$ cat src/rtl/core/spq_pkg.sv
// Package for the sorted priority queue: sizes, operation and status codes,
// and the command struct broadcast from the top level to every cell.
// No dependencies.
package spq_pkg;

    // Number of cells in the chain (legal range 2 to 1024)
    localparam int QUEUE_DEPTH = 128;
    // Width of the fill counter, wide enough to hold QUEUE_DEPTH itself
    localparam int CNT_W = $clog2(QUEUE_DEPTH + 1);
    localparam int VAL_W = 32;
    localparam int FUNC_W = 2;
    localparam int STAT_W = 2;
    localparam int COUNT_OUT_W = 8;

    typedef enum logic [FUNC_W-1:0] {
        FUNC_INSERT = 2'd0,
        FUNC_POP    = 2'd1,
        FUNC_DELETE = 2'd2
    } func_e_t;

    typedef enum logic [STAT_W-1:0] {
        ST_OK        = 2'd0,
        ST_OVERFLOW  = 2'd1,
        ST_EMPTY     = 2'd2,
        ST_NOT_FOUND = 2'd3
    } status_e_t;

    // Command seen by every cell in the cycle an item is applied
    typedef struct packed {
        logic                    en_insert;
        logic                    en_pop;
        logic                    en_delete;
        logic signed [VAL_W-1:0] value;
        logic                    found;
    } cell_cmd_t;

endpackage

$ cat src/rtl/core/spq_cell.sv
// One cell of the sorted chain: holds one entry and its local compares.
// Depends on spq_pkg.
module spq_cell (
    input  logic                             aclk,
    input  spq_pkg::cell_cmd_t               cmd,
    input  logic                             occ,
    input  logic                             ins_left,
    input  logic signed [spq_pkg::VAL_W-1:0] entry_left,
    input  logic signed [spq_pkg::VAL_W-1:0] entry_right,
    output logic                             ins_flag,
    output logic                             eq_flag,
    output logic signed [spq_pkg::VAL_W-1:0] entry
);
    import spq_pkg::*;

    logic signed [VAL_W-1:0] entry_reg;
    logic signed [VAL_W-1:0] entry_next;
    logic                    le_flag;

    // Local compares against the broadcast value
    assign ins_flag = !occ || (cmd.value >= entry_reg);
    assign eq_flag  = occ && (entry_reg == cmd.value);
    assign le_flag  = !occ || (entry_reg <= cmd.value);
    assign entry    = entry_reg;

    // Next entry: shift toward the tail on insert, toward the head on removal
    always_comb begin
        entry_next = entry_reg;
        if (cmd.en_insert) begin
            if (ins_left) begin
                entry_next = entry_left;
            end else if (ins_flag) begin
                entry_next = cmd.value;
            end
        end else if (cmd.en_pop) begin
            entry_next = entry_right;
        end else if (cmd.en_delete && cmd.found && le_flag) begin
            entry_next = entry_right;
        end
    end

    // Payload register, no reset: only entries below the count are read
    always_ff @(posedge aclk) begin
        entry_reg <= entry_next;
    end

endmodule

$ cat config.mk
export PLATFORM = sky130hd
export DESIGN_NAME = spq_cell
export DESIGN_NICKNAME = d
export VERILOG_FILES = /design/src/rtl/core/spq_pkg.sv /design/src/rtl/core/spq_cell.sv
export SDC_FILE = /design/constraint.sdc
export NUM_CORES = 1
export LEC_CHECK = 0
export ABC_AREA = 1
export BUFFER_PORTS_ARGS = -buffer_cell sky130_fd_sc_hd__buf_4
export CORE_MARGIN = 2
export CORE_UTILIZATION = 25
export CTS_CLUSTER_DIAMETER = 50
export CTS_CLUSTER_SIZE = 10
export DETAILED_ROUTE_END_ITERATION = 8
export GPL_ROUTABILITY_DRIVEN = 0
export PLACE_DENSITY = 0.55
export SLEW_MARGIN = 25
export SYNTH_ARGS = -nofsm -noshare
export SYNTH_HDL_FRONTEND = slang
export SYNTH_SLANG_ARGS = --single-unit
$ cat constraint.sdc
create_clock -name aclk -period 7.17 [get_ports aclk]
set_input_delay 1.434 -clock aclk [delete_from_list [all_inputs] [get_ports aclk]]
set_output_delay 1.434 -clock aclk [all_outputs]
set_load 0.01 [all_outputs]
==> results_dict.tcl <==
set metrics [dict create \
    ys_ff_latch 32 \
    viasPerCell 4.31 \
    grtUsageTotal 0.142 \
    fmax_ghz 0.232 \
    whs_endpoint "entry[19]$_DFFE_PP_" \
    pin_count 137 \
    syn_inst 334 \
    placed_cell_area_um2 3670 \
    critPathLaunchType "primary input" \
    clock-root-buffer "clkbuf_8" \
    dieWidth_um 104 \
    post_drt_wl_per_cell_um 12.4 \
    cp-end-kind "output pin" \
    path_max_fanout 4 \
    postCtsHoldBufs 0 \
    grt_pass1_wl_um 12400 \
    regToRegEndpoint "entry[10]$_DFFE_PP_" \
    cts_buffers 5 \
    core_area_um2 9770 \
    detail-route-antenna-nets 0 \
    drt_iter0_drc 71 \
    syn_area_um2 2520 \
    status "complete, no violations" \
    fin_nets 601 \
    antennaDiodeCount 0 \
    die_h_um 104 \
    syn_nets 469 \
    cts.sinks 32 \
    r2r_slack_ps 4380 \
    fin_worst_hold_slack_ps 1350 \
    arrival_ps 2880 \
    top_layer_used "met4" \
    slew_headroom 0.593 \
    min_path_cells 6 \
    drc 0 \
    hp-start "entry[31]$_DFFE_PP_" \
    route.met2.wl_um 3460 \
    slew_violations 0 \
    synth_top_area_frac 0.381 \
    initial_core_util 0.258 \
    io_buffers 136 \
    r2r_start "entry[31]$_DFFE_PP_" \
    hold_class "reg -> reg" \
    synth_cell_types 21 \
    worstPathRequired_ps 5740 \
    power_mw 0.606 \
    dp_hpwl_um 5760 \
    synth_edf_count 32 \
    layout_commonest_cell "buf_4" \
    post_cts_buffers 0 \
    cts_resized 0 \
    num_vias 2583 \
    ff2ff_path_depth 12 \
    synthFlopType "edfxtp_1" \
    cts_tree "done" \
    final_layout_size_suffix_gt1_frac 0.325 \
    yosysTopAreaCell "edfxtp_1" \
    yosysWarnings 0 \
    cts.path.max_buffers 2 \
    grt-ovfl-total 0 \
    fin_area_um2 3750 \
    grt_pass1_vias 2673 \
    p_leak_nw 1.89 \
    setup_viol 0 \
    drv_cap 0 \
    fin_util 0.384 \
    nFillCells 1047 \
    worstMarginPinSlew_ps 609 \
    powerDensity_nw_per_um2 161 \
    dp_cells 592 \
    finalCritPeriodShare 0.601 \
    largest_register_ffs 32 \
    synthTopCellsByArea "edfxtp_1, ha_1, o21ai_0, nand2_1, nor2_1" \
    rows 36 \
    period_minus_slack_ps 4310 \
    met3_length_um 526 \
    ys_seq_area_frac 0.381 \
    path_clk_slew_ps 70 \
    post-place-ws_ps 2850 \
    finalSetupTns_ps 0 \
    wl_met1_um 3370 \
    max-vdd-ir-drop_v 0.0000794 \
    finalNonFillerCells 600 \
    areaGrowthSynthToFinish_pct 48.8 \
    h-tree-depth 2 \
    final-hold-violation-count 0 \
    insertion_delay_ps 280 \
    grt_antenna_before_repair 0 \
    die_area_um2 10900 \
    firstDrtPassIters 4 \
    grt_max_degree 35 \
    synthArstFlopShare 0 \
    layout_common_cells "buf_4, nand2_1, o21ai_0" \
    fin_worst_skew_ps 3.03 \
    fin_ws_ps 2860 \
    rsz0062_at_grt "no" \
    totalWireLength_um 7430 \
    syn_area_per_cell_um2 7.55 \
    crit_type "in -> out" \
]
critical path, cell delays in order:
cell and delay [ps]:
buf_4 90, inv_1 40, ha_1 350, nand2_1 110, nor2_2 140, nand2_2 80
nor3b_2 170, nand2_1 80, nand2_1 60, nand2_1 40, nand2_1 70, nand2_1 60
buf_4 150
cell usage after synthesis (2+ instances only):
cell / number
inv_1: 42
clkbuf_1: 12
inv_2: 2
edfxtp_1: 32
nor2_1: 45
o21ai_0: 65
nand3_1: 4
nand2_1: 75
nand4_1: 2
a21oi_1: 13
ha_1: 32
worst max-delay path by stage:
| stage | from | slack [ps] | to | cells after the start |
|---|---|---|---|---|
| CTS | cmd[32] | 2840 | ins_flag | 13 |
| finish | cmd[32] | 2860 | ins_flag | 13 |
| detailed placement | cmd[32] | 2850 | ins_flag | 13 |
| floorplan | cmd[32] | 3220 | ins_flag | 11 |
| global route | cmd[24] | 2650 | ins_flag | 13 |
| global placement | cmd[32] | 2880 | ins_flag | 13 |
metal layers:
layer	vias to the layer above	GRT usage
met5	-	0
met4	0	0.0347
met2	84	0.242
met1	1120	0.176
li1	1371	-
met3	8	0.0401
final cells by class:
cell class                 count  area, µm²  area share
tap                          133        166      0.0444
timing repair buffer         137       1030       0.274
clock inverter                 1       3.75     0.00100
clock buffer                   7       76.3      0.0203
inverter                      45        169      0.0450
multi-input combinational    245       1350       0.359
sequential                    32        961       0.256
where the power goes:
| group | switching [mW] | internal, mW | leakage [nW] | total, mW |
|---|---|---|---|---|
| sequential | 0.0143 | 0.239 | 0.329 | 0.253 |
| clock | 0.0689 | 0.0677 | 0.0399 | 0.137 |
| combinational | 0.108 | 0.108 | 1.52 | 0.216 |
| total | 0.191 | 0.414 | 1.89 | 0.606 |
kinds of logic (layout without fill, tap and decap cells):
kind of cell / count (synthesis) / count (layout) / share of synthesized area
AO/OA/AOI/OAI: 83 / 83 / 0.170
adder cells (fa/ha/maj): 32 / 32 / 0.159
buffers and inverters: 57 / 190 / 0.0849
flip-flops: 32 / 32 / 0.381
AND/OR/NAND/NOR: 130 / 130 / 0.205
Note: power is estimated with default switching activity, not from simulation.
